### src/rtl/sip_pkg.sv
// shared types and constants for the stroke interpolator step pulser
// no dependencies; imported by sip_div and the top module
package sip_pkg;

   localparam int SEG_MAX    = 16;
   localparam int TICK_US    = 64;
   localparam int MAX_PULSES = 64;
   localparam int NUM_AXES   = 4;

   localparam int IDX_W  = (SEG_MAX > 1) ? $clog2(SEG_MAX) : 1;
   localparam int LEN_W  = $clog2(SEG_MAX + 1);
   localparam int CNT_W  = $clog2(MAX_PULSES + 1);
   localparam int DIV_W  = 64;
   localparam int DEN_W  = 32;
   localparam int STEP_W = $clog2(DIV_W);

   typedef enum logic [1:0] {
      OP_LOAD   = 2'd0,
      OP_START  = 2'd1,
      OP_TICK   = 2'd2,
      OP_UNUSED = 2'd3
   } op_type;

   typedef enum logic [2:0] {
      ST_OK          = 3'd0,
      ST_PROC        = 3'd1,
      ST_SHORT       = 3'd2,
      ST_MISMATCH    = 3'd3,
      ST_NOT_STARTED = 3'd4
   } status_type;

   typedef enum logic [2:0] {
      CSR_SEG_COUNT    = 3'd0,
      CSR_VEL_SCALE    = 3'd1,
      CSR_MAX_END_ERR  = 3'd2,
      CSR_STROKE_TICKS = 3'd3,
      CSR_PLAN_MICROS  = 3'd4,
      CSR_END_POS      = 3'd5
   } csr_index_type;

   typedef enum logic [4:0] {
      S_IDLE,
      S_DECODE,
      S_START,
      S_TICK,
      S_G_INIT,
      S_G_S1,
      S_G_S2,
      S_G_LO1,
      S_G_LO2,
      S_G_HI1,
      S_G_HI2,
      S_G_CHK,
      S_G_RD,
      S_G_MUL,
      S_G_ACC,
      S_G_VN,
      S_G_VD,
      S_G_VW,
      S_G_DONE,
      S_CHK,
      S_REPLY,
      S_SCAN,
      S_DECIDE,
      S_FORM,
      S_FINAL
   } state_type;

   typedef struct packed {
      logic             start;
      logic [DIV_W-1:0] dividend;
      logic [DEN_W-1:0] divisor;
   } div_req_type;

endpackage

### src/rtl/sip_div.sv
// radix-2 restoring unsigned divider, one quotient bit per cycle
// depends on sip_pkg
module sip_div
   import sip_pkg::*;
(
   input  logic              clock,
   input  logic              reset,
   input  div_req_type       div_req,
   output logic              div_done,
   output logic [DIV_W-1:0]  div_quot
);

   logic              busy_ff, busy_in;
   logic              done_ff, done_in;
   logic [STEP_W-1:0] cnt_ff, cnt_in;
   logic [DIV_W-1:0]  quo_ff, quo_in;
   logic [DEN_W-1:0]  rem_ff, rem_in;
   logic [DEN_W-1:0]  den_ff, den_in;
   logic [DEN_W:0]    rem_sh;
   logic              ge;

   always_comb begin
      rem_sh  = {rem_ff, quo_ff[DIV_W-1]};
      ge      = rem_sh >= {1'b0, den_ff};
      busy_in = busy_ff;
      done_in = 1'b0;
      cnt_in  = cnt_ff;
      quo_in  = quo_ff;
      rem_in  = rem_ff;
      den_in  = den_ff;
      if (div_req.start) begin
         busy_in = 1'b1;
         cnt_in  = '0;
         quo_in  = div_req.dividend;
         rem_in  = '0;
         den_in  = div_req.divisor;
      end else if (busy_ff) begin
         rem_in = ge ? DEN_W'(rem_sh - {1'b0, den_ff}) : DEN_W'(rem_sh);
         quo_in = {quo_ff[DIV_W-2:0], ge};
         cnt_in = cnt_ff + STEP_W'(1);
         if (cnt_ff == STEP_W'(DIV_W - 1)) begin
            busy_in = 1'b0;
            done_in = 1'b1;
         end
      end
   end

   always_ff @(posedge clock) begin
      if (reset) begin
         busy_ff <= 1'b0;
         done_ff <= 1'b0;
      end else begin
         busy_ff <= busy_in;
         done_ff <= done_in;
      end
   end

   always_ff @(posedge clock) begin
      cnt_ff <= cnt_in;
      quo_ff <= quo_in;
      rem_ff <= rem_in;
      den_ff <= den_in;
   end

   assign div_done = done_ff;
   assign div_quot = quo_ff;

endmodule

### config.mk
export PLATFORM = sky130hd
export DESIGN_NAME = sip_div
export DESIGN_NICKNAME = d
export VERILOG_FILES = /design/src/rtl/sip_pkg.sv /design/src/rtl/sip_div.sv
export SDC_FILE = /design/constraint.sdc
export NUM_CORES = 1
export LEC_CHECK = 0
export ABC_AREA = 1
export BUFFER_PORTS_ARGS = -buffer_cell sky130_fd_sc_hd__buf_2
export CAP_MARGIN = 0
export CORE_MARGIN = 1
export CORE_UTILIZATION = 40
export CTS_BUF_LIST = sky130_fd_sc_hd__clkbuf_8
export DETAILED_ROUTE_END_ITERATION = 8
export MAX_ROUTING_LAYER = met4
export PLACE_DENSITY = 0.71
export SLEW_MARGIN = 25
export SYNTH_ARGS = -nofsm -noshare
export SYNTH_HDL_FRONTEND = slang
export SYNTH_SLANG_ARGS = --single-unit
### constraint.sdc
create_clock -name clock -period 4.99 [get_ports clock]
set_clock_uncertainty 0.05 [all_clocks]
set_input_delay 0.7485 -clock clock [delete_from_list [all_inputs] [get_ports clock]]
set_output_delay 0.7485 -clock clock [all_outputs]
set_load 0.05 [all_outputs]
==> impl_metrics.tcl <==
set metrics [dict create \
    final_nets 1391 \
    drt_iter0_markers 378 \
    outcome "completed" \
    clock_sinks 136 \
    crit_path_start_kind "flip-flop" \
    path_class "reg -> reg" \
    clk_pin_slew_ns 0.09 \
    peakVddDrop_mv 0.1695 \
    seq_area_frac_synth_pct 45.84 \
    grt_antenna_before_repair 0 \
    cts_tree "yes" \
    grt_start_max_net_pins 69 \
    die_w_um 143.7 \
    grt-ovfl-total 0 \
    ys_async_sr_fraction_pct 0 \
    tns_ns 0 \
    rows 51 \
    critPathMaxFanout 34 \
    die-area_um2 20660 \
    synth_nets 1234 \
    wirelength_mm 20.78 \
    synth_cells 1101 \
    hpwl_mm 15.19 \
    period_minus_slack_ns 3.008 \
    fin_util_pct 48.25 \
    htreeDepth 4 \
    worstPathArrival_ns 3.26 \
    yosysMostFrequentCell "nand2_1" \
    rsz0062_at_grt "false" \
    fmax_mhz 332.4 \
    avgSynthCellArea_um2 7.299 \
    drc_errors 0 \
    port_buffers 163 \
    grt_pass1_wl_mm 33.46 \
    core_um2 19590 \
    numCtsBuffers 17 \
    yosys-top-cells-area "edfxtp_1 (36%), nand2_1 (23%), dfxtp_1 (10%)" \
    drt-vias-per-instance 4.749 \
    insertion_delay_ns 0.47 \
    gp_congestion 0.9394 \
    initial_core_util_pct 41.02 \
    tightest_slew_ns 0.7884 \
    hold_viol_final 0 \
    power_density_nw_per_um2 289.7 \
    cts_resized 0 \
    leakage_nw 5.053 \
    drt_first_pass_iters 5 \
    drv_cap 0 \
    pin_count 164 \
    worstPathRequired_ns 5.25 \
    netlist_area_um2 8036 \
    yosys_most_used_dff "edfxtp_1" \
    cts_buffer_depth 2 \
    synth_top_area_share_pct 35.87 \
    place_ws_ns 2.040 \
    min_path_type "in -> reg" \
    setup_violations 0 \
    ys_ff_latch 136 \
    vias 7294 \
    root_buffer "clkbuf_8" \
    ys.warnings.count 0 \
    dieHeight_um 143.7 \
    maxSlewHeadroom_pct 47.36 \
    finalCritPeriodShare_pct 60.28 \
    synthDistinctLibCells 33 \
    ctsHoldBuffers 0 \
    slew_viol_final 0 \
    post-cts-setup-buffer-count 0 \
    antenna_left 0 \
    synth_edf_count 96 \
    drive_gt1_share_pct 16.52 \
    first_global_vias 6790 \
    track_usage_pct 21.71 \
    n_antenna_cell 0 \
    fin_ws_ns 1.982 \
    yosysTopAreaCell "edfxtp_1" \
    area_growth_pct 17.61 \
    wl_per_cell_um 13.53 \
    synth_common_cells "nand2_1 (494), inv_1 (170), edfxtp_1 (96)" \
    end_kind "flip-flop" \
]
-- stage by stage --
step	cells	hold slack (ns)	area (µm²)	power (W)
CTS	1536	0.3823	9452	0.002761
global route	1536	0.3799	9452	0.002858
detailed placement	1504	0.4100	9089	0.001884
global placement	1504	0.4085	9089	0.001879
finish	1536	0.4043	9452	0.002738
floorplan	1101	0.3936	8036	0.001728
-- worst paths after layout --
kind | to | from | slack, ns | cells past startpoint
hold reg to reg | rem_ff[24]$_SDFFE_PP0P_ | rem_ff[24]$_SDFFE_PP0P_ | 0.42 | 2
setup reg to reg | rem_ff[0]$_SDFFE_PP0P_ | den_ff[8]$_DFFE_PP_ | 1.98 | 13
hold / removal | den_ff[14]$_DFFE_PP_ | div_req[14] | 0.40 | 1
setup / recovery | rem_ff[0]$_SDFFE_PP0P_ | den_ff[8]$_DFFE_PP_ | 1.98 | 13
-- routing by layer --
metal	routed length [µm]	track usage (%)	up-vias
met5	0	-	-
met4	312	6.047	0
met3	1396	4.965	25
met2	9584	34.21	241
met1	9482	27.90	3286
li1	-	-	3742
-- final cells by class --
type	instances	area, µm²
Timing Repair Buffer	168	868.3
Sequential cell	136	3684
Fill cell	1971	10140
Multi-Input combinational cell	763	3560
Inverter	172	645.6
Tap cell	265	331.6
Clock inverter	15	128.9
Clock buffer	17	234.0
-- power breakdown --
part           switching [W]  leakage [nW]  internal [W]
Combinational       0.000381          3.57      0.000134
Sequential         0.0000412          1.29       0.00130
Clock               0.000515         0.191      0.000364
Total               0.000937          5.05       0.00180
-- state kept, by name (all words and copies together), names as in the netlist --
name      cells
div_done      1
div_quot     64
rem_ff       32
cnt_ff        6
den_ff       32
busy_ff       1
-- cell usage in the layout, fill, tap and decap left out --
master,count
a21oi_1,24
a21oi_4,1
a22o_1,1
a31oi_1,2
and2_1,2
and3_1,1
buf_12,1
buf_2,162
buf_4,5
clkbuf_8,17
clkinv_1,1
clkinv_2,2
clkinv_4,2
dfxtp_1,40
edfxtp_1,96
fa_1,1
ha_1,33
inv_1,169
inv_2,3
inv_6,6
inv_8,4
nand2_1,494
nand2_2,3
nand2_4,1
nand3_1,74
nand3_2,1
nand3b_1,22
nand4_1,1
nor2_1,49
nor2_2,2
nor3_1,11
nor3b_1,1
o21ai_0,6
o21ai_1,16
o21bai_1,3
xnor2_1,13
xor2_1,1
-- worst max-delay path, stage by stage (launching register included) --
cell and delay, ns:
edfxtp_1 0.34, inv_1 0.04, ha_1 0.35, nand2_1 0.15, nor2_1 0.20, nand3_1 0.11, nand3_2 0.14, nand2_2 0.08
nand2_2 0.09, nand2_2 0.44, nand2_4 0.53, nand2_1 0.11, nand3_1 0.10, o21ai_0 0.11
-- cells by family (layout without fill, tap and decap cells) --
family / after synthesis / in the layout / synth area share (%)
and+or+nand+nor: 662 / 662 / 33.77
buffers and inverters: 202 / 372 / 9.871
DFF: 136 / 136 / 45.84
AOI/OAI and AO/OA: 53 / 53 / 3.612
adders and majority gates: 34 / 34 / 5.387
xor gates and xnor gates: 14 / 14 / 1.526
Note: power is estimated with default switching activity, not from simulation.
