`config.mk`:
```
export PLATFORM = sky130hd
export DESIGN_NAME = sip_ram
export DESIGN_NICKNAME = d
export VERILOG_FILES = /design/src/rtl/sip_ram.sv
export SDC_FILE = /design/constraint.sdc
export NUM_CORES = 1
export LEC_CHECK = 0
export ABC_AREA = 1
export BUFFER_PORTS_ARGS = -buffer_cell sky130_fd_sc_hd__buf_4
export CAP_MARGIN = 25
export CORE_UTILIZATION = 40
export DETAILED_ROUTE_END_ITERATION = 10
export PLACE_DENSITY = 0.6
export SYNTH_ARGS = -nofsm -noshare
export SYNTH_HDL_FRONTEND = slang
export SYNTH_SLANG_ARGS = --single-unit
```
`constraint.sdc`:
```
create_clock -name clock -period 6.95 [get_ports clock]
set_clock_uncertainty 0.05 [all_clocks]
set_input_delay 0.695 -clock clock [delete_from_list [all_inputs] [get_ports clock]]
set_output_delay 0.695 -clock clock [all_outputs]
set_load 0.05 [all_outputs]
```
`src/rtl/sip_ram.sv`:
```
// generic single write port ram with registered read
// no dependencies
module sip_ram #(
   parameter int WIDTH = 64,
   parameter int DEPTH = 16
) (
   input  logic                                        clock,
   input  logic                                        we,
   input  logic [((DEPTH > 1) ? $clog2(DEPTH) : 1)-1:0] waddr,
   input  logic [WIDTH-1:0]                            wdata,
   input  logic [((DEPTH > 1) ? $clog2(DEPTH) : 1)-1:0] raddr,
   output logic [WIDTH-1:0]                            rdata
);

   logic [WIDTH-1:0] mem_ff [DEPTH];
   logic [WIDTH-1:0] rdata_ff;

   always_ff @(posedge clock) begin
      if (we) begin
         mem_ff[waddr] <= wdata;
      end
      rdata_ff <= mem_ff[raddr];
   end

   assign rdata = rdata_ff;

endmodule

```
==> metrics list, run 1 <==
* Overall die width: ~340 µm
- Worst Hold Class: primary input to flop
* Sequential-to-total area share from yosys stat: a little over two thirds
- Data required time at the worst endpoint: 7.48 ns
- In this run the tightest slew margin relative to its limit is 27.3%.
* Biggest area consumer among synthesized cells: sky130_fd_sc_hd__edfxtp_1
- Using the TritonRoute via totals, the vias-per-cell ratio works out to 4.90.
* Fmax: 349 MHz
- Final slew viol count: 0
* # Post-CTS Setup Buffers: 0
* Worst endpoint data arrival time: 3.39 ns
- Time the worst path needs with I/O delays and setup: 2.87 ns
- The number of global-route vias before repair is between 20,000 and 30,000.
- Setup Slack @ Placement: 3.43 ns
* Post-cts sizing count: 0
- Summing all placed instances gives a cell area of between 0.04 and 0.05 mm².
* Total core area: 0.112 mm²
- Final Hold Fails: 0
* HPWL after detailed placement: between 50 and 60 mm
- Summed over all layers, the global routing overflow is 0.
- In this run the number of H-tree levels came out at 3.
- Source of the worst register-to-register timing path: mem_ff[7][1]$_DFFE_PP_
* Cell types occupying the most area after synthesis: sky130_fd_sc_hd__edfxtp_1, sky130_fd_sc_hd__nand2_1, sky130_fd_sc_hd__nand3_1
* DRT Wirelength: approximately 110 mm
- The netlist uses 15 different library cells.
- In this run, post-CTS hold repair placed 0 buffers.
- At the end of routability-driven placement, the weighted congestion stood at 0.736.
- In this run the tool buffered the top-level ports with 137 buffer cells.
* Cell at the root of the clock tree: sky130_fd_sc_hd__clkbuf_16
* Starting utilization of the core area: 40.3%
* Syn Nets: 4,284
- After Yosys synthesis, and, or, nand and nor cells account for 19.9% of the synthesized area.
- Setup crit end kind: flop
- DR DRC count: 0
- For this design the top-level I/O count stands at 138.
* Layout cell share with drive strength beyond 1: about 8.5%
* Total standard cell area after synthesis: 0.0453 mm²
- Clock transition at the registers of the reported paths: approximately 0.06 ns
- Power density normalized to cell area: 281 mW/mm²
* Setup repair after global routing missed its margin: no
- The final layout contains 4,375 nets.
- Num rows: roughly 120
- Routed length per placed instance: just under 20 µm
* Fraction of synthesized area in multiplexers: 0%
- Avg Cell Area, Syn: about 11 µm²
* Most frequent cells in the layout: sky130_fd_sc_hd__nand2_1, sky130_fd_sc_hd__edfxtp_1, sky130_fd_sc_hd__inv_1
* Clock latency on the worst-skew pair: 0.69 ns
- Most common cell after layout, fill and taps aside: sky130_fd_sc_hd__nand2_1
- Critical R2R Capture: rdata[1]$_DFF_P_
- Setup_tns: 0 ns
- After layout, the worst path uses between 40% and 50% of the clock period.
- The run finished with clean final reports.
* Sink count of the clock tree: 1,088
- The detail route stage leaves a number of antenna-violating nets equal to 0.
- Top cell type's share of synthesized area: 67.9%
* Wire length of the first global-routing pass: 170 mm
- Number of design-rule violations left by the first detailed-router iteration: 2,980
- For the pin with the worst max-slew slack, the measured transition is 1.09 ns.
* Dominant combinational cell family by area after synthesis: simple AND/OR/NAND/NOR gates
- Lkg Pwr: 21.6 nW
- DIE HEIGHT: 338 µm
- Synthesis handed over a netlist of 4,210 instances.
* Critical path type: primary input to flop
- Max FO, Critical Path: 114
- Setup violations remaining at the end of the flow were counted as 0.
* Non-filler instance count after layout: 5,905
- Counting flops and latches in the post-synthesis netlist gives about 1,100.
- Of the total synthesized cell area, the portion taken by XOR and XNOR cells is 0%.
- Worst R2R Setup Slack: 5.78 ns
- Number of warning messages in the yosys log: 0
* Post-synthesis compound-gate area fraction: 0%
- The tool flagged a number of max-cap violations equal to 0.
- CP Launch Point: raddr[0]
* Overall routing resource usage: 19.6%
- Of the total synthesized cell area, the portion taken by full adders, half adders and majority gates is 0%.
- In this run, CTS created clock tree buffers numbering roughly 110.
- Router iterations before antenna repair: 5
- IR analysis of the VDD net gives a maximum drop of between 0.15 and 0.2 mV.
* Type of origin of the critical path: primary input
- Clock tree from TritonCTS: built
* Worst Setup Slack, final: 4.08 ns
* Endpoint of the most critical setup path: rdata[48]$_DFF_P_
- Sum of internal, switching and leakage power: ~14 mW
- Via count: about 29,000
* Die Footprint: approximately 0.11 mm²
* Worst Reg-to-Reg Cells: 6
- No sink is reached through more buffers than the 3 on the longest clock path.
* Pin count of the biggest net entering global routing: 197
* Final design area excluding fillers: 0.0511 mm²
* Initial antenna violation count: 13
* Layout overhead on the synthesized area: 12.9%
- Placed Cells: 5,685
[metrics by stage]
stage               utilization (%)  hold slack [ns]
floorplan                         -            0.557
global placement               42.2            0.583
detailed placement             42.2            0.588
CTS                            45.5            0.208
global route                   45.5            0.240
finish                         45.5            0.249
[registers in the layout (all words and copies together), names as in the netlist]
name / flops
rdata: 64
mem_ff: 1024
[Yosys cell counts]
cell type	instances
sky130_fd_sc_hd__clkbuf_1	21
sky130_fd_sc_hd__inv_6	1
sky130_fd_sc_hd__nand2_1	1349
sky130_fd_sc_hd__edfxtp_1	1024
sky130_fd_sc_hd__buf_4	16
sky130_fd_sc_hd__buf_1	11
sky130_fd_sc_hd__buf_6	46
sky130_fd_sc_hd__nor2_1	17
sky130_fd_sc_hd__dfxtp_1	64
sky130_fd_sc_hd__buf_2	116
sky130_fd_sc_hd__buf_8	1
sky130_fd_sc_hd__nand3_1	769
sky130_fd_sc_hd__nand3b_1	2
sky130_fd_sc_hd__inv_2	2
sky130_fd_sc_hd__inv_1	771
[per-layer routing]
layer	GRT usage [%]	routed length, µm	up-vias	share of wire (%)
li1	-	-	13800	-
met1	27.8	51300	14100	45
met2	31.2	52900	837	47
met3	3.36	7050	176	6.2
met4	5.00	2210	16	1.9
met5	0	118	-	0.10
[where the power goes]
part / switching [mW] / internal (mW) / total [mW]
combinational: 0.726 / 0.259 / 0.985
sequential: 0.0588 / 7.33 / 7.39
clock: 2.51 / 3.50 / 6.01
total: 3.30 / 11.1 / 14.4
[worst min path at each step]
stage | from | endpoint | slack, ns | cells past startpoint
CTS | wdata[8] | mem_ff[6][8]$_DFFE_PP_ | 0.21 | 1
finish | wdata[34] | mem_ff[7][34]$_DFFE_PP_ | 0.25 | 1
detailed placement | mem_ff[11][29]$_DFFE_PP_ | rdata[29]$_DFF_P_ | 0.59 | 6
floorplan | mem_ff[10][0]$_DFFE_PP_ | rdata[0]$_DFF_P_ | 0.56 | 6
global placement | mem_ff[11][49]$_DFFE_PP_ | rdata[49]$_DFF_P_ | 0.58 | 6
global route | wdata[32] | mem_ff[9][32]$_DFFE_PP_ | 0.24 | 1
[cells by family after synthesis]
family / count (synthesis)
flip-flops: 1088
AND/OR/NAND/NOR: 2137
buffers and inverters: 985
[area by class of cell]
class | instances | area (µm²)
inverter | 774 | 2940
sequential | 1088 | 32000
timing repair buffer | 186 | 1480
clock buffer | 160 | 3160
antenna | 3 | 7.51
multi-input combinational | 2137 | 9110
tap | 1500 | 1880
clock inverter | 57 | 541
fill | 10300 | 61200
[worst max-delay path: stages]
cell                      delay (ns)
sky130_fd_sc_hd__buf_8          0.59
sky130_fd_sc_hd__buf_4          0.76
sky130_fd_sc_hd__buf_4          0.64
sky130_fd_sc_hd__nand2_1        0.13
sky130_fd_sc_hd__nand3_1        0.11
sky130_fd_sc_hd__nand3_1        0.09
sky130_fd_sc_hd__nand3_1        0.12
sky130_fd_sc_hd__nand2_1        0.07
Note: power is estimated with default switching activity, not from simulation.
==> inputs of run 2 (changes only) <==
clock period = 2.9 ns   (was 6.95 ns; I/O delays follow)
==> run 2 against run 1 <==
First-iteration DRC count fell by 11%. Final area rose by 2.0%. Register-to-register slack got worse by 4.1 ns. Wire length fell by 3.3%. Via count fell by 0.22%. Critical path depth fell by 7. Global-route usage fell by 0.42 points. Final cell count rose by 1.3%. Largest cell class unchanged. Worst setup slack got worse by 3.0 ns. Combinational power rose to 2.6 times the previous value. Worst hold slack got worse by 0.17 ns. Non-clock buffer count rose by 80.
==> metrics list, run 2 (same netlist as run 1, synthesis figures left out) <==
* DR DRC count: 0 (unchanged)
- The overall fraction of global-route tracks in use came to 19.2% (-0.42 points).
* Final core utilization: 46.4% (+0.92 points)
- # Post-CTS Setup Buffers: 0 (unchanged)
- Endpoint, Worst Hold: rdata[15]$_DFF_P_
- The initial antenna violation count is 2 (-11).
- Share of total power consumed by net switching: 23.2% (+0.32 points)
- Lkg Pwr: 22.0 nW (+1.9%)
* Layout cell share with drive strength beyond 1: 8.73% (+0.28 points)
- The setup slack on the worst flop-to-flop path was 1.67 ns (-4.11 ns).
- Setup crit end kind: primary output
- Type of origin of the critical path: flop
- HPWL after detailed placement: 57.7 mm (+11%)
- The number of global-route vias before repair was 27,900 (+1.4%).
* Total of hold buffers inserted after clock tree synthesis: 64 (+64)
* Placed Cells: 5,701 (+0.28%)
- Power share of the sequential group: 51.7% (+0.3 points)
* Antenna viol nets, final: 0 (unchanged)
* Worst Hold Class: primary input to flop
- CTS H-tree depth: 3 (unchanged)
- The startpoint identified for the worst register-to-register timing path is mem_ff[1][13]$_DFFE_PP_.
* Final Hold Fails: 0 (unchanged)
- Post-cts sizing count: 0 (unchanged)
- Worst Setup Slack, final: 1.13 ns (-2.95 ns)
- The maximum clock path buffer count is 3 (unchanged).
- The count of nets after finishing came to 4,453 (+1.8%).
- The area of the core is 0.112 mm² (unchanged).
- DRT Wirelength: 110 mm (-3.3%)
- The transition time of the tightest slew-check pin is 0.992 ns (-0.0989 ns).
- The flip-flop count of the largest register, all copies and words added was 1,024 (unchanged).
- The total vias in the final route is 28,900 (-0.22%).
* Clock latency on the worst-skew pair: 0.71 ns (+0.02 ns)
- Average via count per standard cell: 4.83 (-1.5%)
- The total non-filler cell area in the finished layout was 0.0522 mm² (+2.0%).
* Sum of internal, switching and leakage power: 34.3 mW (+140%)
- The wire length of the first global-routing pass is 170 mm (about the same).
- The average wire per cell in the routed design was 18.4 µm (-4.5%).
- The flow ran to the end, and the final reports show no timing, DRC or antenna violations.
- Die Footprint: 0.115 mm² (unchanged)
- More flip-flops sit in one register than any other, and that register is mem_ff.
* Cell count of the worst hold path: 5 (+4)
- The final estimated routing congestion in global placement was 0.740 (+0.56%).
- Num CTS Buffers: 112 (-1.8%)
- The data arrival at the endpoint of the critical path was 1.43 ns (-1.96 ns).
- From synthesis to final layout, the design area changed by 15.2%.
- The maximum cell stage delay along the critical path came to 0.47 ns (-0.29 ns).
* Max Cap Viol: 0 (unchanged)
- The global route total overflow was 0 (unchanged).
* Internal cell power: 26.3 mW (+140%)
- Total setup violations reported at the end of the flow: 0 (unchanged)
- Setup Slack @ Placement: 0.725 ns (-2.71 ns)
* Num rows: 123 (unchanged)
- Router iterations before antenna repair: 5 (unchanged)
- Critical R2R Capture: rdata[13]$_DFF_P_
- In the layout the commonest cells are sky130_fd_sc_hd__nand2_1, sky130_fd_sc_hd__edfxtp_1, sky130_fd_sc_hd__inv_1.
* Buffers plus inverters on the worst setup path: 1 (-2)
* DIE HEIGHT: 338 µm (unchanged)
- Non-filler instance count after layout: 5,980 (+1.3%)
- Fmax: 565 MHz
- Worst hold slack across all endpoints: 0.0789 ns (-0.170 ns)
* Filler cell count: 10,300 (-0.40%)
* Placed Area: 0.0479 mm² (+1.0%)
- Setup repair after global routing missed its margin: no
* Clock transition at the registers of the reported paths: 0.06 ns (about the same)
* Sink count of the clock tree: 1,088 (unchanged)
* Starting utilization of the core area: 40.3% (unchanged)
* Clock network fraction of design power: 40.9% (-0.9 points)
* Critical path type: flop to primary output
- Traced cell by cell, the critical path runs through buf_4.
* Data required time at the worst endpoint: 2.56 ns (-4.92 ns)
- In this run the most critical hold path is launched from raddr[1].
- The root buffer cell chosen for the clock tree is sky130_fd_sc_hd__clkbuf_16.
- The kind of cell with the highest combined delay along the critical path is flip-flops.
* Worst Reg-to-Reg Cells: 6 (unchanged)
- The library cell used most frequently in the layout, excluding fill and tap cells, is sky130_fd_sc_hd__nand2_1.
- Time the worst path needs with I/O delays and setup: 1.77 ns
- Overall die width: 338 µm (unchanged)
* Number of design-rule violations left by the first detailed-router iteration: 2,644 (-11%)
- Setup_tns: 0 ns (unchanged)
- Max FO, Critical Path: 1 (-99%)
- Switching pwr: 7.96 mW (+140%)
- Number of ports placed on the die boundary: 138 (unchanged)
* Standard cell with the maximum stage delay on the critical path: sky130_fd_sc_hd__dfxtp_1
- Combinational cell fraction of total power: 7.4% (+0.6 points)
* Highest ir drop seen on vdd: 0.474 mV (+140%)
- TritonCTS built the clock tree.
* IO buf count: 137 (unchanged)
* Final slew viol count: 0 (unchanged)
- Final worst path period share: 61.0%
* Pin count of the biggest net entering global routing: 170 (-14%)
- Max_slew headroom: 33.9% (+6.6 points)
- The power density of the placed cells came to 656 mW/mm² (+130%).
==> run 2: routing by layer <==
| layer | track usage [%] | up-vias | part of all wire, % |
|---|---|---|---|
| met5 | 0 | - | 0.012 |
| met4 | 4.43 | 2 | 1.5 |
| met3 | 2.87 | 138 | 5.8 |
| met2 | 30.4 | 802 | 46 |
| met1 | 27.8 | 14000 | 46 |
| li1 | - | 13900 | - |
==> run 2: final cells by class <==
cell class	instances	area, µm²	area share (%)
Sequential cell	1088	32000	61.4
Tap cell	1500	1880	3.60
Inverter	774	2940	5.63
Clock inverter	49	414	0.794
Antenna cell	2	5.00	0.00959
Timing Repair Buffer	266	2610	5.01
Clock buffer	164	3190	6.11
Multi-Input combinational cell	2137	9110	17.5
==> run 2: power groups by stage <==
stage / registers, mW / logic (mW) / clock network [mW]
2_1_floorplan: 18.4 / 1.18 / 0
3_3_place_gp: 18.0 / 2.48 / 0
3_5_place_dp: 18.0 / 2.49 / 0
4_1_cts: 17.7 / 2.58 / 14.3
5_1_grt: 17.7 / 2.79 / 14.9
6_report: 17.7 / 2.54 / 14.0
==> run 2: worst reg2reg max path: cells and delay by family, from the launching register on <==
family | cells | cell delay (ns)
buffers and inverters | 1 | 0.06
and+or+nand+nor | 5 | 0.58
DFF | 1 | 0.36
==> run 2: worst max path at each step <==
stage                            startpoint                  endpoint  slack [ns]  cells past startpoint
final                     rdata[17]$_DFF_P_                 rdata[17]        1.13                      1
after global routing      rdata[17]$_DFF_P_                 rdata[17]         1.0                      1
after CTS                 rdata[17]$_DFF_P_                 rdata[17]        1.06                      1
after detailed placement           waddr[2]  mem_ff[11][23]$_DFFE_PP_        0.73                      4
after global placement             waddr[2]  mem_ff[11][20]$_DFFE_PP_        0.72                      4
after floorplan                    waddr[2]   mem_ff[10][0]$_DFFE_PP_       -0.82                      2
